===== src/hdl/pshm_pkg.sv =====
`timescale 1ns / 1ps

package pshm_pkg;

  // Width of the modulus, base and hash values.
  localparam int MOD_WIDTH = 40;
  localparam int CHAR_WIDTH = 8;
  localparam int CNT_WIDTH = $clog2(MOD_WIDTH);

  // Configuration register indexes.
  localparam logic REG_MODULUS = 1'b0;
  localparam logic REG_BASE    = 1'b1;

  localparam logic [MOD_WIDTH-1:0] MODULUS_RESET = MOD_WIDTH'(1);
  localparam logic [MOD_WIDTH-1:0] BASE_RESET    = MOD_WIDTH'(257);

  typedef struct packed {
    logic [CHAR_WIDTH-1:0] char_code;
    logic                  last_char;
  } char_item_t;

  typedef struct packed {
    logic [MOD_WIDTH-1:0] hash_value;
    logic                 hash_final;
  } hash_item_t;

  // Operands of one modular step: ((dbl ? 2*acc : acc) + addend) mod m.
  typedef struct packed {
    logic                 dbl;
    logic [MOD_WIDTH-1:0] acc;
    logic [MOD_WIDTH-1:0] addend;
  } step_req_t;

endpackage


===== src/hdl/pshm_modstep.sv =====
`timescale 1ns / 1ps

// One modular step. Operands must satisfy result-before-reduce < 3*m.
module pshm_modstep (
  input  pshm_pkg::step_req_t             req,
  input  logic [pshm_pkg::MOD_WIDTH-1:0]  m,
  output logic [pshm_pkg::MOD_WIDTH-1:0]  result
);
  import pshm_pkg::*;

  localparam int XW = MOD_WIDTH + 2;

  logic [XW-1:0] x;
  logic [XW-1:0] m1;
  logic [XW-1:0] m2;
  logic [XW-1:0] d1;
  logic [XW-1:0] d2;

  always_comb begin
    m1 = {2'b00, m};
    m2 = {1'b0, m, 1'b0};
    if (req.dbl) begin
      x = {1'b0, req.acc, 1'b0} + {2'b00, req.addend};
    end else begin
      x = {2'b00, req.acc} + {2'b00, req.addend};
    end
    d1 = x - m1;
    d2 = x - m2;
    if (x >= m2) begin
      result = d2[MOD_WIDTH-1:0];
    end else if (x >= m1) begin
      result = d1[MOD_WIDTH-1:0];
    end else begin
      result = x[MOD_WIDTH-1:0];
    end
  end

endmodule


===== src/hdl/polynomial_string_hash_mod.sv =====
`timescale 1ns / 1ps

// Polynomial rolling string hash: hash = (hash * base + char_code) mod modulus.
//
// Channels (valid/ready, a transfer when both are high at a clock edge):
//   char_*  one character per transfer; last_char closes the string.
//   res_*   one result per character: the running hash, hash_final set on
//           the last character of a string.
//   cfg_*   register writes: index 0 modulus, index 1 base. Always ready;
//           write only while the block is idle. A modulus of zero acts as one.
// The product is formed by a shift-and-add over all hash bits, one bit per
// cycle through a single compare-subtract unit; the character code is then
// added in a final step that hands off the result.
// The first character after any register write first reduces the base by
// the modulus; a modulus below 256 also reduces the character code before
// the final step. One character is in flight at a time.
// The finished result sits in an output register, so the next character is
// taken while it waits; if the receiver stalls, the following result holds
// in the final step until the register frees up.
// Reset: modulus 1, base 257, running hash 0, no result pending.
module polynomial_string_hash_mod (
  input  logic                           clk,
  input  logic                           rst,
  input  logic                           char_valid,
  output logic                           char_ready,
  input  pshm_pkg::char_item_t           char_data,
  output logic                           res_valid,
  input  logic                           res_ready,
  output pshm_pkg::hash_item_t           res_data,
  input  logic                           cfg_valid,
  output logic                           cfg_ready,
  input  logic                           cfg_index,
  input  logic [pshm_pkg::MOD_WIDTH-1:0] cfg_data
);
  import pshm_pkg::*;

  typedef enum logic [4:0] {
    ST_IDLE = 5'b00001,
    ST_REDB = 5'b00010,  // reduce base by modulus
    ST_MUL  = 5'b00100,  // double-and-add, hash MSB first
    ST_REDC = 5'b01000,  // reduce char code (small modulus only)
    ST_ADD  = 5'b10000   // add char, hand off result
  } state_t;

  localparam logic [CNT_WIDTH-1:0] CNT_TOP  = CNT_WIDTH'(MOD_WIDTH - 1);
  localparam logic [CNT_WIDTH-1:0] CNT_CHAR = CNT_WIDTH'(CHAR_WIDTH - 1);

  state_t                state;
  logic [MOD_WIDTH-1:0]  modulus;
  logic [MOD_WIDTH-1:0]  base;
  logic [MOD_WIDTH-1:0]  bred;       // base mod modulus
  logic                  bred_valid;
  logic [MOD_WIDTH-1:0]  hash;       // running hash
  logic [MOD_WIDTH-1:0]  acc;
  logic [CHAR_WIDTH-1:0] cred;       // char code mod modulus
  logic [CNT_WIDTH-1:0]  cnt;
  logic [CHAR_WIDTH-1:0] ch;
  logic                  last;

  logic [MOD_WIDTH-1:0]  m_eff;
  logic                  small_m;
  step_req_t             req;
  logic [MOD_WIDTH-1:0]  step_res;
  logic                  char_xfer;
  logic                  add_fire;

  assign m_eff   = (modulus == '0) ? MOD_WIDTH'(1) : modulus;
  assign small_m = (m_eff[MOD_WIDTH-1:CHAR_WIDTH] == '0);

  assign char_ready = (state == ST_IDLE);
  assign cfg_ready  = 1'b1;
  assign char_xfer  = char_valid && char_ready;
  assign add_fire   = (state == ST_ADD) && (!res_valid || res_ready);

  // Feed the shared unit according to the current step.
  always_comb begin
    req.dbl    = 1'b1;
    req.acc    = acc;
    req.addend = '0;
    case (state)
      ST_REDB: begin
        req.addend = MOD_WIDTH'(base[cnt]);
      end
      ST_MUL: begin
        req.addend = hash[cnt] ? bred : '0;
      end
      ST_REDC: begin
        req.acc    = MOD_WIDTH'(cred);
        req.addend = MOD_WIDTH'(ch[cnt[$clog2(CHAR_WIDTH)-1:0]]);
      end
      ST_ADD: begin
        req.dbl    = 1'b0;
        req.addend = small_m ? MOD_WIDTH'(cred) : MOD_WIDTH'(ch);
      end
      default: begin
        req.dbl = 1'b1;
      end
    endcase
  end

  pshm_modstep u_step (
    .req    (req),
    .m      (m_eff),
    .result (step_res)
  );

  // Configuration; any write invalidates the cached reduced base.
  always_ff @(posedge clk) begin
    if (rst) begin
      modulus    <= MODULUS_RESET;
      base       <= BASE_RESET;
      bred_valid <= 1'b0;
    end else begin
      if (cfg_valid && cfg_ready) begin
        bred_valid <= 1'b0;
        if (cfg_index == REG_MODULUS) begin
          modulus <= cfg_data;
        end else begin
          base <= cfg_data;
        end
      end else if (state == ST_REDB && cnt == '0) begin
        bred_valid <= 1'b1;
      end
    end
  end

  // Sequencer.
  always_ff @(posedge clk) begin
    if (rst) begin
      state     <= ST_IDLE;
      hash      <= '0;
      res_valid <= 1'b0;
    end else begin
      if (res_valid && res_ready) begin
        res_valid <= 1'b0;
      end
      case (state)
        ST_IDLE: begin
          if (char_xfer) begin
            state <= bred_valid ? ST_MUL : ST_REDB;
          end
        end
        ST_REDB: begin
          if (cnt == '0) begin
            state <= ST_MUL;
          end
        end
        ST_MUL: begin
          if (cnt == '0) begin
            state <= small_m ? ST_REDC : ST_ADD;
          end
        end
        ST_REDC: begin
          if (cnt == '0) begin
            state <= ST_ADD;
          end
        end
        ST_ADD: begin
          if (add_fire) begin
            res_valid <= 1'b1;
            hash      <= last ? '0 : step_res;
            state     <= ST_IDLE;
          end
        end
        default: begin
          state <= ST_IDLE;
        end
      endcase
    end
  end

  // Datapath registers.
  always_ff @(posedge clk) begin
    case (state)
      ST_IDLE: begin
        if (char_xfer) begin
          ch   <= char_data.char_code;
          last <= char_data.last_char;
          acc  <= '0;
          cnt  <= CNT_TOP;
        end
      end
      ST_REDB: begin
        if (cnt == '0) begin
          bred <= step_res;
          acc  <= '0;
          cnt  <= CNT_TOP;
        end else begin
          acc <= step_res;
          cnt <= cnt - 1'b1;
        end
      end
      ST_MUL: begin
        acc <= step_res;
        if (cnt == '0) begin
          cred <= '0;
          cnt  <= CNT_CHAR;
        end else begin
          cnt <= cnt - 1'b1;
        end
      end
      ST_REDC: begin
        cred <= step_res[CHAR_WIDTH-1:0];
        cnt  <= cnt - 1'b1;
      end
      ST_ADD: begin
        if (add_fire) begin
          res_data.hash_value <= step_res;
          res_data.hash_final <= last;
        end
      end
      default: begin
        acc <= acc;
      end
    endcase
  end

  // A new result only comes out of the final step.
  a_res_from_add: assert property (@(posedge clk) disable iff (rst)
    $rose(res_valid) |-> $past(state == ST_ADD))
    else $error("result appeared outside the final step");

  // The multiply leaves only toward the char reduction or the final step.
  a_mul_exit: assert property (@(posedge clk) disable iff (rst)
    (state == ST_MUL) |=> (state == ST_MUL || state == ST_REDC || state == ST_ADD))
    else $error("bad exit from multiply");

  // The last character of a string clears the running hash.
  a_last_clears: assert property (@(posedge clk) disable iff (rst)
    (add_fire && last) |=> (hash == '0))
    else $error("running hash not cleared after last character");

endmodule


===== config.mk =====
export PLATFORM = sky130hd
export DESIGN_NAME = polynomial_string_hash_mod
export DESIGN_NICKNAME = d
export VERILOG_FILES = /design/src/hdl/pshm_pkg.sv /design/src/hdl/pshm_modstep.sv /design/src/hdl/polynomial_string_hash_mod.sv
export SDC_FILE = /design/constraint.sdc
export NUM_CORES = 1
export LEC_CHECK = 0
export ABC_CLOCK_PERIOD_IN_PS = 24200
export BUFFER_PORTS_ARGS = -buffer_cell sky130_fd_sc_hd__buf_2
export CAP_MARGIN = 20
export CORE_MARGIN = 5
export CORE_UTILIZATION = 30
export DETAILED_ROUTE_END_ITERATION = 6
export PLACE_DENSITY = 0.44
export SYNTH_ARGS = -nofsm -noshare
export SYNTH_HDL_FRONTEND = slang
export SYNTH_SLANG_ARGS = --single-unit

===== constraint.sdc =====
create_clock -name clk -period 24.2 [get_ports clk]
set_input_delay 3.63 -clock clk [delete_from_list [all_inputs] [get_ports clk]]
set_output_delay 3.63 -clock clk [all_outputs]
set_load 0.1 [all_outputs]

[After elaboration in Yosys (flattened, before gate mapping)]
Cells that the tools add are included.
Widths: inputs -> output; s select.
Operators by class
  $add $sub $neg: 5
  magnitude comparators: 4
  equal/unequal tests: 10
  multiplexer cells: 35
  bitwise logic cells: 1
  reduce and logical (&&, ||, !) cells: 22
Operators by type and width (number)
  $mux 40: 8
  $pmux 40 s4: 1
  $pmux 40 s3: 1
  $sub 40x40->40: 2
  $add 41x40->42: 1
  $ge 42x40->1: 1
  $ge 42x41->1: 1
  $mux 42: 1
  $add 40x40->41: 1
  $logic_not 40->1: 1
  $logic_not 32->1: 1
  $mux 5: 6
  $pmux 5 s5: 1
  $pmux 6 s4: 1
  $mux 6: 3
  $mux 8: 2
  $pmux 8 s2: 1
  $reduce_and 2->1: 8
  $bmux 1 s6: 2
  $lt 6x7->1 const B: 1
  $logic_not 6->1: 1
  $mux 1: 6
  $ne 2x2->1 const B: 3
  $sub 6x1->6 const B: 1
  other kinds (18): 22
Word-level totals
  register bits: 271
  bits of input ports: 55
  output and inout bits: 44
  word-level logic and storage cells: 91

[Depth between registers and ports, before layout]
Gate-level depths: netlist (run 1).
  depth in word-level cells: 12
  depth in mapped cells: 43
  mapped depth without buffers: 37

[Cells and area by module]
A second synthesis (run 1) with hierarchy kept.
Second synthesis, totals
  cell total of the unflattened synthesis: 2537
  area, all modules: 21142.8 um^2
Modules (own cells, without submodules)
  polynomial_string_hash_mod: times used 1, cells an instance 1048, area each 11177.0 um^2, seq. area each 6866.6 um^2
  pshm_modstep: times used 1, cells an instance 1489, area each 9965.8 um^2, seq. area each 0.0 um^2

[Least setup slack after synthesis (run 1)]
No wires, ideal clock.
  path type: flip-flop to flip-flop
  start: register cnt[0]
  end: register acc[34] (data pin)
  library setup time: 0.255 ns
  data arrival time: 9.031 ns
  required time: 23.945 ns
  path slack: 14.915 ns
  cell stages (with the launch flop): 39
  path buffers: 4
  clock period less this slack: 9.285 ns
  cell sequence: edfxtp_1 -> buf_6 -> buf_6 -> buf_1 -> mux4_2 -> mux4_2 -> nand3_1 -> o21ai_0 -> a221o_1 -> o21bai_1 -> ha_1 -> fa_1 -> a21oi_1 -> a22oi_1 -> o31ai_2 -> o221ai_2 -> maj3_1 -> maj3_1 -> [3 not listed] -> o21ai_0 -> ha_1 -> a21o_1 -> a21o_1 -> a21o_1 -> a21oi_1 -> nand3b_1 -> o221ai_1 -> o41ai_1 -> o21ai_0 -> a221o_1 -> a41oi_1 -> o21ai_0 -> a21oi_2 -> buf_4 -> nor2_1 -> a221o_1 -> and2_1
On the way
  cells in the longest elaborated chain, start to end: 11
  elaborated cells between the ends (all ways): 20
  classes of those cells: add/sub: 4; order compare: 2; mux: 13; reduce/logical: 1
RTL lines
  from (decl): line polynomial_string_hash_mod.sv:56  | logic [CNT_WIDTH-1:0] cnt;
  from (signal assigned): line polynomial_string_hash_mod.sv:190  | cnt <= cnt - 1'b1;
  from (signal assigned): line polynomial_string_hash_mod.sv:199  | cnt <= cnt - 1'b1;
  from (signal assigned): line polynomial_string_hash_mod.sv:204  | cnt <= cnt - 1'b1;
  $bmux 1 s6: line polynomial_string_hash_mod.sv:85  | req.addend = hash[cnt] ? bred : '0;
  $mux 1 (not written as such): line polynomial_string_hash_mod.sv:85
  $mux 40: line polynomial_string_hash_mod.sv:85
  $pmux 40 s4 *: line polynomial_string_hash_mod.sv:80  | case (state)
  $add 41x40->42 / $add 40x40->41 (equally long branches): line pshm_modstep.sv:23, pshm_modstep.sv:25
  $mux 42 *: line pshm_modstep.sv:22  | if (req.dbl) begin
  $sub 40x40->40 / $ge 42x40->1 (equally long branches): line pshm_modstep.sv:27, pshm_modstep.sv:31
  $mux 40: line pshm_modstep.sv:31  | end else if (x >= m1) begin
  $mux 40 *: line pshm_modstep.sv:29  | if (x >= m2) begin
  via step_res[34]: line polynomial_string_hash_mod.sv:63  | logic [MOD_WIDTH-1:0] step_res;
  $mux 40: line polynomial_string_hash_mod.sv:184  | if (cnt == '0) begin
  $pmux 40 s3 *: line polynomial_string_hash_mod.sv:174  | case (state)
  to (signal assigned): line polynomial_string_hash_mod.sv:189  | acc <= step_res;
  to (signal assigned): line polynomial_string_hash_mod.sv:194  | acc <= step_res;
  to (decl): line polynomial_string_hash_mod.sv:54  | logic [MOD_WIDTH-1:0] acc;
The timed path passes the listed nets; every way through them passes the cells marked *. The select of a mux whose other input is x is not followed.
A chain may end at the register's enable or synchronous reset.

[Worst setup path after layout (run 1)]
  start: register cnt[0]
  end: register bred[13] (data pin)
On the way
  cells in the longest elaborated chain, start to end: 9
  elaborated cells between the ends (all ways): 17
  classes of those cells: add/sub: 4; order compare: 2; mux: 11
RTL lines
  $bmux 1 s6: line polynomial_string_hash_mod.sv:85
  $mux 1 (not written as such): line polynomial_string_hash_mod.sv:85
  $mux 40: line polynomial_string_hash_mod.sv:85
  $pmux 40 s4 *: line polynomial_string_hash_mod.sv:80
  $add 41x40->42 / $add 40x40->41 (equally long branches): line pshm_modstep.sv:23, pshm_modstep.sv:25
  $mux 42 *: line pshm_modstep.sv:22
  $sub 40x40->40 / $ge 42x40->1 (equally long branches): line pshm_modstep.sv:27, pshm_modstep.sv:31
  $mux 40: line pshm_modstep.sv:31
  $mux 40 *: line pshm_modstep.sv:29
  via step_res[13]: line polynomial_string_hash_mod.sv:63
  to (signal assigned): line polynomial_string_hash_mod.sv:185  | bred <= step_res;
  to (decl): line polynomial_string_hash_mod.sv:51  | logic [MOD_WIDTH-1:0] bred;
Marks and branches as above.

==> results of run 1 <==
## layer usage
metal	global-route usage	vias to the layer above	wire length, um
li1	-	8762	-
met1	0.2855	8822	36340
met2	0.3598	546	38170
met3	0.02809	122	4281
met4	0.06106	0	2267
met5	0	-	0
## cell type report
type                            instances  area, um2  share of cell area
Clock inverter                         16      192.7            0.008325
Clock buffer                           53       1102             0.04763
Tap cell                              873       1092             0.04719
Inverter                              110      412.9             0.01784
Timing Repair Buffer                  124      685.7             0.02962
Multi-Input combinational cell       1903      12790              0.5527
Sequential cell                       271       6867              0.2967
## layout by cell type (no fill, tap or decap), types with 11 or more instances in the layout
cell type / count
buf_2: 98
nand3_1: 45
ha_1: 150
clkbuf_16: 39
nand2_1: 340
buf_4: 26
o211ai_1: 11
a31oi_1: 18
o21a_1: 18
o21ai_1: 27
mux4_2: 20
and2_1: 94
nand3b_1: 11
nand4_1: 28
and3_1: 20
edfxtp_1: 144
a211oi_1: 25
a21oi_1: 247
xor2_1: 57
nor3_1: 30
nor2_1: 139
a22o_1: 14
nor4_1: 16
nor2b_1: 30
o21ai_0: 98
nand2b_1: 26
inv_1: 107
o21bai_1: 20
xnor2_1: 88
mux2i_1: 37
a21o_1: 103
dfxtp_1: 127
## sequential cells by signal, summed over array words and instances, names as in the netlist, 5 cells and up
register / count
cred: 8
ch: 8
acc: 40
base: 40
res_data: 41
cnt: 6
hash: 40
state: 5
modulus: 40
bred: 40
## worst max path at each step
stage	endpoint	cells past startpoint
after global routing	bred[36]$_DFFE_PP_	38
final	bred[13]$_DFFE_PP_	38
after detailed placement	res_data[20]$_DFFE_PP_	38
after CTS	bred[19]$_DFFE_PP_	38
after floorplan	acc[34]$_DFFE_PP_	38
after global placement	res_data[20]$_DFFE_PP_	38
## through the flow
step                hold slack, ps  utilization
finish                       460.2       0.3434
global route                 480.0       0.3434
CTS                          458.6       0.3433
detailed placement           450.8       0.3241
global placement             441.0       0.3241
floorplan                    419.8            -
## cell families after synthesis
group / after synthesis / share of synthesized area
adder cells (fa/ha/maj): 158 / 0.09768
AO/OA/AOI/OAI: 696 / 0.2189
other: 1 / 0.0001834
buffers and inverters: 221 / 0.04223
XOR/XNOR: 145 / 0.06212
AND/OR/NAND/NOR: 832 / 0.1952
flip-flops: 271 / 0.3359
multiplexers: 71 / 0.04786
## worst max-delay path: cells and delay by family, from the launching register on
| family | cells | cell delay, ps |
|---|---|---|
| flops | 1 | 1060 |
| buf+inv | 3 | 990 |
| mux | 2 | 920 |
| xor+xnor | 1 | 80 |
| simple gates | 4 | 770 |
| compound gates | 23 | 6210 |
| fa+ha+maj | 5 | 1870 |
## report_power, final
part           leakage [nW]  internal (mW)  switching, mW
Clock                 0.641          0.345          0.233
Combinational          6.45          0.614           1.21
Sequential             2.36          0.629         0.0303
==> impl_metrics.yaml, run 1 <==
global_routing:
  grt_pass1_wl_um: 119000
  first_global_vias: 18390
  grt.total_usage: 0.2129
  grt_remaining_overflow: 0
  grt_max_degree: 60
  antenna_found_initial: 3
timing:
  min_period_ps: 12300
  timing.final.ws_setup_ps: 11900
  fin_tns_setup_ps: 0
  max_slew_headroom_at_the_worst_pin: 0.2841
  grt_setup_unrepaired: "false"
  timing.final.crit_share: 0.5082
  fmax_ghz: 0.08131
  timing.clock.skew_ps: 25.45
  max_slew.worst_pin.slew_ps: 1074
  timing_hold_violations_final: 0
  final_max_slew_viol_count: 0
  final-setup-viol-count: 0
min_path:
  worst_hold_path.num_cells: 2
  holdCritPathClass: "flop to flop"
  min_from: "base[3]$_SDFFE_PP0P_"
  whs_endpoint: "base[3]$_SDFFE_PP0P_"
logic_synthesis:
  synth_common_cells: "nand2_1 (341), a21oi_1 (250), ha_1 (150), edfxtp_1 (144), nor2_1 (141)"
  ys_async_sr_fraction: 0
  yosys.cell_types.count: 92
  post_synth_instance_area_um2: 20440
  postSynthCellCount: 2395
  synth_seq_area_share: 0.3359
  synth.top_cells.by_area: "edfxtp_1 (21%), dfxtp_1 (12%), ha_1 (9.2%), nand2_1 (6.3%), a21oi_1 (6.1%)"
  ys_dominant_reg_cell: "edfxtp_1"
  syn-num-nets: 2604
  netlist.area_leader.share: 0.2115
  yosys_register_bits: 271
  ys_warn_count: 0
  yosys.area.top_type: "edfxtp_1"
  avgSynthCellArea_um2: 8.536
  number_of_enable_flip_flop_cells_after_synthesis: 144
  synthMostInstantiatedCell: "nand2_1"
critical_path:
  timing.critical_path.mode_cell: "a21o_1"
  worst_ep_arrival_time_ps: 12530
  critPathCaptureType: "flop"
  worst_r2r_endpoint: "bred[13]$_DFFE_PP_"
  ff2ff_setup_slack_ps: 11900
  worst_setup_path_startpoint: "cnt[0]$_DFFE_PP_"
  regToRegStartpoint: "cnt[0]$_DFFE_PP_"
  max_stage_delay_ps: 1060
  cp_data_required_time_ps: 24440
  timing.critical_path.slowest_stage_cell: "edfxtp_1"
  timing.reg2reg.worst_path_depth: 38
  critPathKind: "flop to flop"
  timing.critical_path.fanout_max: 35
  critical_path.startpoint_type: "flop"
placed_design:
  detailed_place_hpwl_um: 62120
  pre_cts_slack_ps: 12160
  numPortBuffers: 97
  gp_routability_congestion: 0.9634
  placedInstanceArea_um2: 21840
  numPlacedInstances: 3280
die:
  floorplan.die.width_um: 271.0
  fp.dieArea_um2: 73470
  ios: 99
  dieHeight_um: 271.0
  floorplan.initialDensity: 0.3033
  core_region_area_um2: 67400
  row_count: 95
drt:
  first_iter_violations: 1309
  routed_wirelength_um: 81070
  drt_pre_antenna_iters: 5
  detail_route.wl_per_cell_um: 24.20
  drc: 0
  detailroute.via_count: 18250
  vias_per_cell: 5.448
  antenna_violating_nets_post_route: 0
power:
  pwr_density_cell_nw_per_um2: 132.2
  total_leakage_power_nw: 9.448
  post-layout-total-power_mw: 3.061
  vdd.ir_drop.worst_mv: 0.05575
cells_and_area:
  fin_cells: 3350
  final_layout_size_suffix_gt1_frac: 0.1070
  final.fill_count: 7002
  postLayoutCellArea_um2: 23140
  num_antenna_cells: 0
  layout.nets: 2657
  area_growth_pct: 13.21
flow_run:
  cap_violations: 0
clock_tree:
  tritoncts: "built"
  cts_buffer_depth: 3
  clockRootBuffer: "clkbuf_16"
  cts_buffers: 38
  post_cts_buffers: 0
  cts.sinks: 271
  worstSkewPairLatency_ps: 570
  post_cts_hold_buffer_count: 0
  cts_htree_levels: 2
  worst_setup_hold_path_clk_slew_ps: 60
  postCtsResizedCells: 0
run_status:
  run_status: "completed"
Power figures use the tool's default switching activity.
==> run 2: changes to the inputs <==
--- a/config.mk
+++ b/config.mk
@@ -5,7 +5,7 @@
 export SDC_FILE = /design/constraint.sdc
 export NUM_CORES = 1
 export LEC_CHECK = 0
-export ABC_CLOCK_PERIOD_IN_PS = 24200
+export ABC_CLOCK_PERIOD_IN_PS = 12900
 export BUFFER_PORTS_ARGS = -buffer_cell sky130_fd_sc_hd__buf_2
 export CAP_MARGIN = 20
 export CORE_MARGIN = 5
==> constraint.sdc (replaced) <==
create_clock -name clk -period 12.9 [get_ports clk]
set_input_delay 1.935 -clock clk [delete_from_list [all_inputs] [get_ports clk]]
set_output_delay 1.935 -clock clk [all_outputs]
set_load 0.1 [all_outputs]
==> impl_metrics.yaml, run 2 (synthesized netlist as in run 1, its figures left out) <==
drt:
  routed_wirelength_um: 80380
  detail_route.wl_per_cell_um: 23.92
  drc: 0
  vias_per_cell: 5.500
  drt_pre_antenna_iters: 5
  antenna_violating_nets_post_route: 0
  first_iter_violations: 1223
  detailroute.via_count: 18480
timing:
  max_slew.worst_pin.slew_ps: 1021
  fin_tns_setup_ps: 0
  timing.clock.skew_ps: 29.94
  fmax_ghz: 0.08403
  timing.final.crit_share: 0.9225
  grt_setup_unrepaired: "false"
  min_period_ps: 11900
  final-setup-viol-count: 0
  final_max_slew_viol_count: 0
  timing_hold_violations_final: 0
  max_slew_headroom_at_the_worst_pin: 0.3128
clock_tree:
  postCtsResizedCells: 0
  worstSkewPairLatency_ps: 590
  cts_htree_levels: 2
  cts_buffer_depth: 3
  worst_setup_hold_path_clk_slew_ps: 60
  post_cts_hold_buffer_count: 0
  post_cts_buffers: 0
  clockRootBuffer: "clkbuf_16"
  tritoncts: "built"
  cts.sinks: 271
  cts_buffers: 37
critical_path:
  regToRegStartpoint: "cnt[0]$_DFFE_PP_"
  worst_r2r_endpoint: "acc[5]$_DFFE_PP_"
  critPathKind: "flop to flop"
  timing.critical_path.fanout_max: 15
  worst_ep_arrival_time_ps: 12340
  timing.critical_path.to: "acc[5]$_DFFE_PP_"
  worst_setup_path_startpoint: "cnt[0]$_DFFE_PP_"
  critical_path.startpoint_type: "flop"
  cp_data_required_time_ps: 13340
  timing.critical_path.slowest_stage_cell: "edfxtp_1"
  critPathCaptureType: "flop"
  max_stage_delay_ps: 930
  timing.reg2reg.worst_path_depth: 37
  timing.critical_path.mode_cell: "a21o_1"
  ff2ff_setup_slack_ps: 1000
cells_and_area:
  final_layout_size_suffix_gt1_frac: 0.1086
  area_growth_pct: 13.63
  regMostFlops: "res_data"
  layout.cells.most_common: "nand2_1"
  final_cell_mix: "nand2_1 (340), a21oi_1 (247), ha_1 (150)"
  num_antenna_cells: 0
  fin_cells: 3360
  largest_register_ffs: 41
  layout.nets: 2667
global_routing:
  grt_max_degree: 65
  antenna_found_initial: 2
  first_global_vias: 18150
  grt_remaining_overflow: 0
  grt.total_usage: 0.2101
  grt_pass1_wl_um: 118000
power:
  power.switching_fraction: 0.4775
  pwr_density_cell_nw_per_um2: 248.7
  cell_internal_pwr_mw: 3.019
  vdd.ir_drop.worst_mv: 0.1252
  share_clk_of_total_power: 0.189
  power_frac_seq: 0.213
  switchingPower_mw: 2.758
  p_comb_frac: 0.598
  total_leakage_power_nw: 9.481
run_status:
  run_status: "completed"
placed_design:
  numPortBuffers: 97
  numPlacedInstances: 3292
  gp_routability_congestion: 0.9107
  detailed_place_hpwl_um: 62920
die:
  fp.dieArea_um2: 73470
  floorplan.initialDensity: 0.3033
  row_count: 95
  ios: 99
  floorplan.die.width_um: 271.0
  core_region_area_um2: 67400
  dieHeight_um: 271.0
flow_run:
  cap_violations: 0
min_path:
  holdCritPathClass: "flop to flop"
## run 2: changes by cell type in the layout (fill, tap and decap cells not counted), moves of 3 or more
cell / previous run / this run
buf_4: 26 / 37
bufinv_16: 2 / 5
clkbuf_8: 7 / 1
clkinv_1: 1 / 6
clkinv_4: 4 / 1
clkinvlp_4: 0 / 3
## run 2: worst min-delay path by stage
stage | startpoint | end | slack (ps) | cells after the start
2_1_floorplan | hash[22]$_SDFFE_PP0P_ | hash[22]$_SDFFE_PP0P_ | 420 | 2
3_3_place_gp | base[4]$_SDFFE_PP0P_ | base[4]$_SDFFE_PP0P_ | 440 | 2
3_5_place_dp | base[5]$_SDFFE_PP0P_ | base[5]$_SDFFE_PP0P_ | 450 | 2
4_1_cts | base[5]$_SDFFE_PP0P_ | base[5]$_SDFFE_PP0P_ | 460 | 2
5_1_grt | base[34]$_SDFFE_PP0P_ | base[34]$_SDFFE_PP0P_ | 480 | 2
6_report | base[7]$_SDFFE_PP0P_ | base[7]$_SDFFE_PP0P_ | 450 | 2
## run 2: layer usage
metal	track usage	up-vias	routed length [um]
li1	-	8791	-
met1	0.2832	9004	36230
met2	0.3581	570	38030
met3	0.02065	115	3718
met4	0.06092	0	2397
met5	0	-	0
## run 2: stage by stage
stage	cell area [um2]	power (mW)	setup WS (ps)	util	hold slack (ps)
6_report	23230	5.777	999.7	0.3447	454.3
5_1_grt	23230	6.130	410.4	0.3447	475.2
4_1_cts	23230	5.772	1021	0.3447	455.7
3_5_place_dp	21940	4.647	1080	0.3255	447.7
3_3_place_gp	21940	4.655	1109	0.3255	440.7
2_1_floorplan	20440	3.535	3615	-	419.8
## run 2: critical path: cells and delay by family (launching register included)
kind / cells / cell delay, ps
flip-flops: 1 / 930
buffers and inverters: 2 / 520
XOR/XNOR: 1 / 80
multiplexers: 1 / 410
AND/OR/NAND/NOR: 5 / 900
adder cells (fa/ha/maj): 5 / 1890
AO/OA/AOI/OAI: 23 / 6990
## run 2: layout make-up
class,count,area (um2)
Clock buffer,45,987.2
Clock inverter,23,304.0
Fill cell,6987,44170
Inverter,110,412.9
Multi-Input combinational cell,1903,12780
Sequential cell,271,6867
Tap cell,873,1092
Timing Repair Buffer,135,783.3
## run 2: power groups by stage
stage | combinational [mW] | sequential, mW | clock [mW]
3_3_place_gp | 3.41 | 1.25 | 0
5_1_grt | 3.73 | 1.24 | 1.16
3_5_place_dp | 3.40 | 1.25 | 0
2_1_floorplan | 2.31 | 1.22 | 0
6_report | 3.45 | 1.23 | 1.09
4_1_cts | 3.42 | 1.23 | 1.12
==> run 3: changes to the inputs <==
--- a/config.mk
+++ b/config.mk
@@ -5,6 +5,7 @@
 export SDC_FILE = /design/constraint.sdc
 export NUM_CORES = 1
 export LEC_CHECK = 0
+export ABC_AREA = 1
 export ABC_CLOCK_PERIOD_IN_PS = 12900
 export BUFFER_PORTS_ARGS = -buffer_cell sky130_fd_sc_hd__buf_2
 export CAP_MARGIN = 20
==> impl_metrics.yaml, run 3 <==
die:
  ios: 99
  floorplan.initialDensity: 0.3020
  dieHeight_um: 283.8
  fp.dieArea_um2: 80520
  core_region_area_um2: 74450
  row_count: 100
  floorplan.die.width_um: 283.8
clock_tree:
  cts_htree_levels: 2
  tritoncts: "built"
  worst_setup_hold_path_clk_slew_ps: 60
  cts_buffer_depth: 3
  postCtsResizedCells: 0
  clockRootBuffer: "clkbuf_16"
  post_cts_hold_buffer_count: 0
  cts.sinks: 271
  cts_buffers: 36
  worstSkewPairLatency_ps: 570
  post_cts_buffers: 0
drt:
  vias_per_cell: 5.151
  detail_route.wl_per_cell_um: 22.46
  routed_wirelength_um: 99560
  antenna_violating_nets_post_route: 0
  detailroute.via_count: 22830
  drc: 1
  drt_pre_antenna_iters: 7
  first_iter_violations: 1778
placed_design:
  detailed_place_hpwl_um: 80010
  numPlacedInstances: 4367
  placedInstanceArea_um2: 23950
  gp_routability_congestion: 0.9678
  numPortBuffers: 97
cells_and_area:
  num_antenna_cells: 0
  final_layout_size_suffix_gt1_frac: 0.08461
  largest_register_ffs: 41
  regMostFlops: "res_data"
  area_growth_pct: 11.80
  fin_cells: 4432
  postLayoutCellArea_um2: 25140
  layout.cells.most_common: "nand2_1"
  final_cell_mix: "nand2_1 (764), inv_1 (467), nor2_1 (422)"
  layout.nets: 3645
critical_path:
  timing.critical_path.mode_cell: "nand2_1"
  critPathCaptureType: "flop"
  worst_setup_path_startpoint: "cnt[2]$_DFFE_PP_"
  critical_path.startpoint_type: "flop"
  timing.critical_path.fanout_max: 41
  regToRegStartpoint: "cnt[2]$_DFFE_PP_"
  timing.reg2reg.worst_path_depth: 44
  timing.critical_path.slowest_stage_cell: "edfxtp_1"
  worst_ep_arrival_time_ps: 9570
  max_stage_delay_ps: 950
  cp_data_required_time_ps: 13210
  critPathKind: "flop to flop"
timing:
  final_max_slew_viol_count: 0
  max_slew.worst_pin.slew_ps: 1121
  min_period_ps: 9262
  timing.clock.skew_ps: 28.39
  fmax_ghz: 0.1080
  timing_hold_violations_final: 0
  max_slew_headroom_at_the_worst_pin: 0.2449
  grt_setup_unrepaired: "false"
  timing.final.crit_share: 0.7180
  final-setup-viol-count: 0
  fin_tns_setup_ps: 0
flow_run:
  cap_violations: 0
power:
  power.switching_fraction: 0.5378
  vdd.ir_drop.worst_mv: 0.1014
  switchingPower_mw: 3.368
  pwr_density_cell_nw_per_um2: 249.2
  total_leakage_power_nw: 11.50
  p_comb_frac: 0.636
  share_clk_of_total_power: 0.165
  power_frac_seq: 0.199
  cell_internal_pwr_mw: 2.895
logic_synthesis:
  ys_async_sr_fraction: 0
  yosys_register_bits: 271
  post_synth_instance_area_um2: 22480
  postSynthCellCount: 3364
  avgSynthCellArea_um2: 6.684
  synth_compound_gate_area_share: 0.1693
  synth_seq_area_share: 0.3054
  number_of_enable_flip_flop_cells_after_synthesis: 144
  ys_warn_count: 0
  yosys.area_share.simple: 0.3052
  synthMostInstantiatedCell: "nand2_1"
  muxShareOfSynthArea: 0.0008904
  synth_fa_ha_area_frac: 0.08703
  yosys.cell_types.count: 70
  netlist.area_leader.share: 0.1923
  synth.top_cells.by_area: "edfxtp_1 (19%), nand2_1 (13%), dfxtp_1 (11%), ha_1 (8.3%), inv_1 (7.8%)"
  ys_dominant_reg_cell: "edfxtp_1"
  largest_family_of_logic_cells_by_synthesized_area: "simple AND/OR/NAND/NOR gates"
  yosys.area.top_type: "edfxtp_1"
  syn-num-nets: 3573
  post_synth_xor_area_fraction: 0.02922
  synth_common_cells: "nand2_1 (764), inv_1 (468), nor2_1 (425), a21oi_1 (300), nand3_1 (230)"
global_routing:
  antenna_found_initial: 1
  grt.total_usage: 0.2375
  grt_max_degree: 81
  grt_pass1_wl_um: 145100
  first_global_vias: 22080
  grt_remaining_overflow: 0
run_status:
  run_status: "complete, but fails checks"
  failed_checks: "DRC"
min_path:
  worst_hold_path.num_cells: 2
  min_from: "hash[5]$_SDFFE_PP0P_"
  holdCritPathClass: "flop to flop"
-- run 3: cell count changes in the layout (fill, tap and decap cells not counted), moves of 52 or more --
cell     before  now
a21oi_1     247  299
nand2_1     340  764
xnor2_1      88   36
nor2_1      139  422
a21o_1      103   10
o21ai_0      98  227
and2_1       94    4
inv_1       107  467
nand3_1      45  229
-- run 3: kinds of logic (layout without fill, tap and decap cells) --
family | after synthesis | in the layout
muxes | 2 | 2
AOI/OAI and AO/OA | 683 | 683
xor gates and xnor gates | 75 | 75
buffers and inverters | 576 | 675
other | 1 | 1
and+or+nand+nor | 1602 | 1602
adders and majority gates | 154 | 154
DFF | 271 | 271
-- run 3: worst paths after layout --
check                           slack, ps                   end
worst min register to register        460  hash[5]$_SDFFE_PP0P_
worst min-delay path                  460  hash[5]$_SDFFE_PP0P_
worst max-delay path                 3640     acc[22]$_DFFE_PP_
worst max register to register       3640     acc[22]$_DFFE_PP_
-- run 3: cell type report --
class / count / area, um2
clock buffer: 52 / 1023
clock inverter: 13 / 166.4
fill: 8194 / 49310
inverter: 488 / 1837
multi-input combinational: 2517 / 13360
sequential: 271 / 6867
tap: 969 / 1212
timing repair buffer: 122 / 673.1
-- run 3: routing by layer --
layer  global-route usage  vias up  share of wire
met5                    0        -              0
met4               0.1002        0          0.048
met3              0.02080      155          0.041
met2               0.3879      639           0.45
met1               0.3230    10740           0.46
li1                     -    11290              -
-- run 3: power by group through the flow --
stage	registers (mW)	clock network (mW)	logic, mW
finish	1.25	1.03	3.98
global route	1.26	1.10	4.33
CTS	1.25	1.07	3.91
detailed placement	1.27	0	3.89
global placement	1.27	0	3.94
floorplan	1.26	0	2.55
-- run 3: metrics by stage --
step,power (mW),utilization,hold WS (ps),setup WS (ps)
after global placement,5.206,0.3217,457.1,3828
after detailed placement,5.160,0.3217,457.2,3768
final,6.263,0.3376,465.0,3638
after CTS,6.223,0.3376,466.5,3716
after global routing,6.684,0.3376,477.1,3184
after floorplan,3.809,-,427.2,6820
-- run 3: worst max-delay path, delay by kind of cell, from the launching register on --
| family | cells | cell delay [ps] |
|---|---|---|
| AND/OR/NAND/NOR | 32 | 4440 |
| buffers and inverters | 6 | 1270 |
| flip-flops | 1 | 950 |
| adder cells (fa/ha/maj) | 3 | 1110 |
| AO/OA/AOI/OAI | 3 | 1160 |
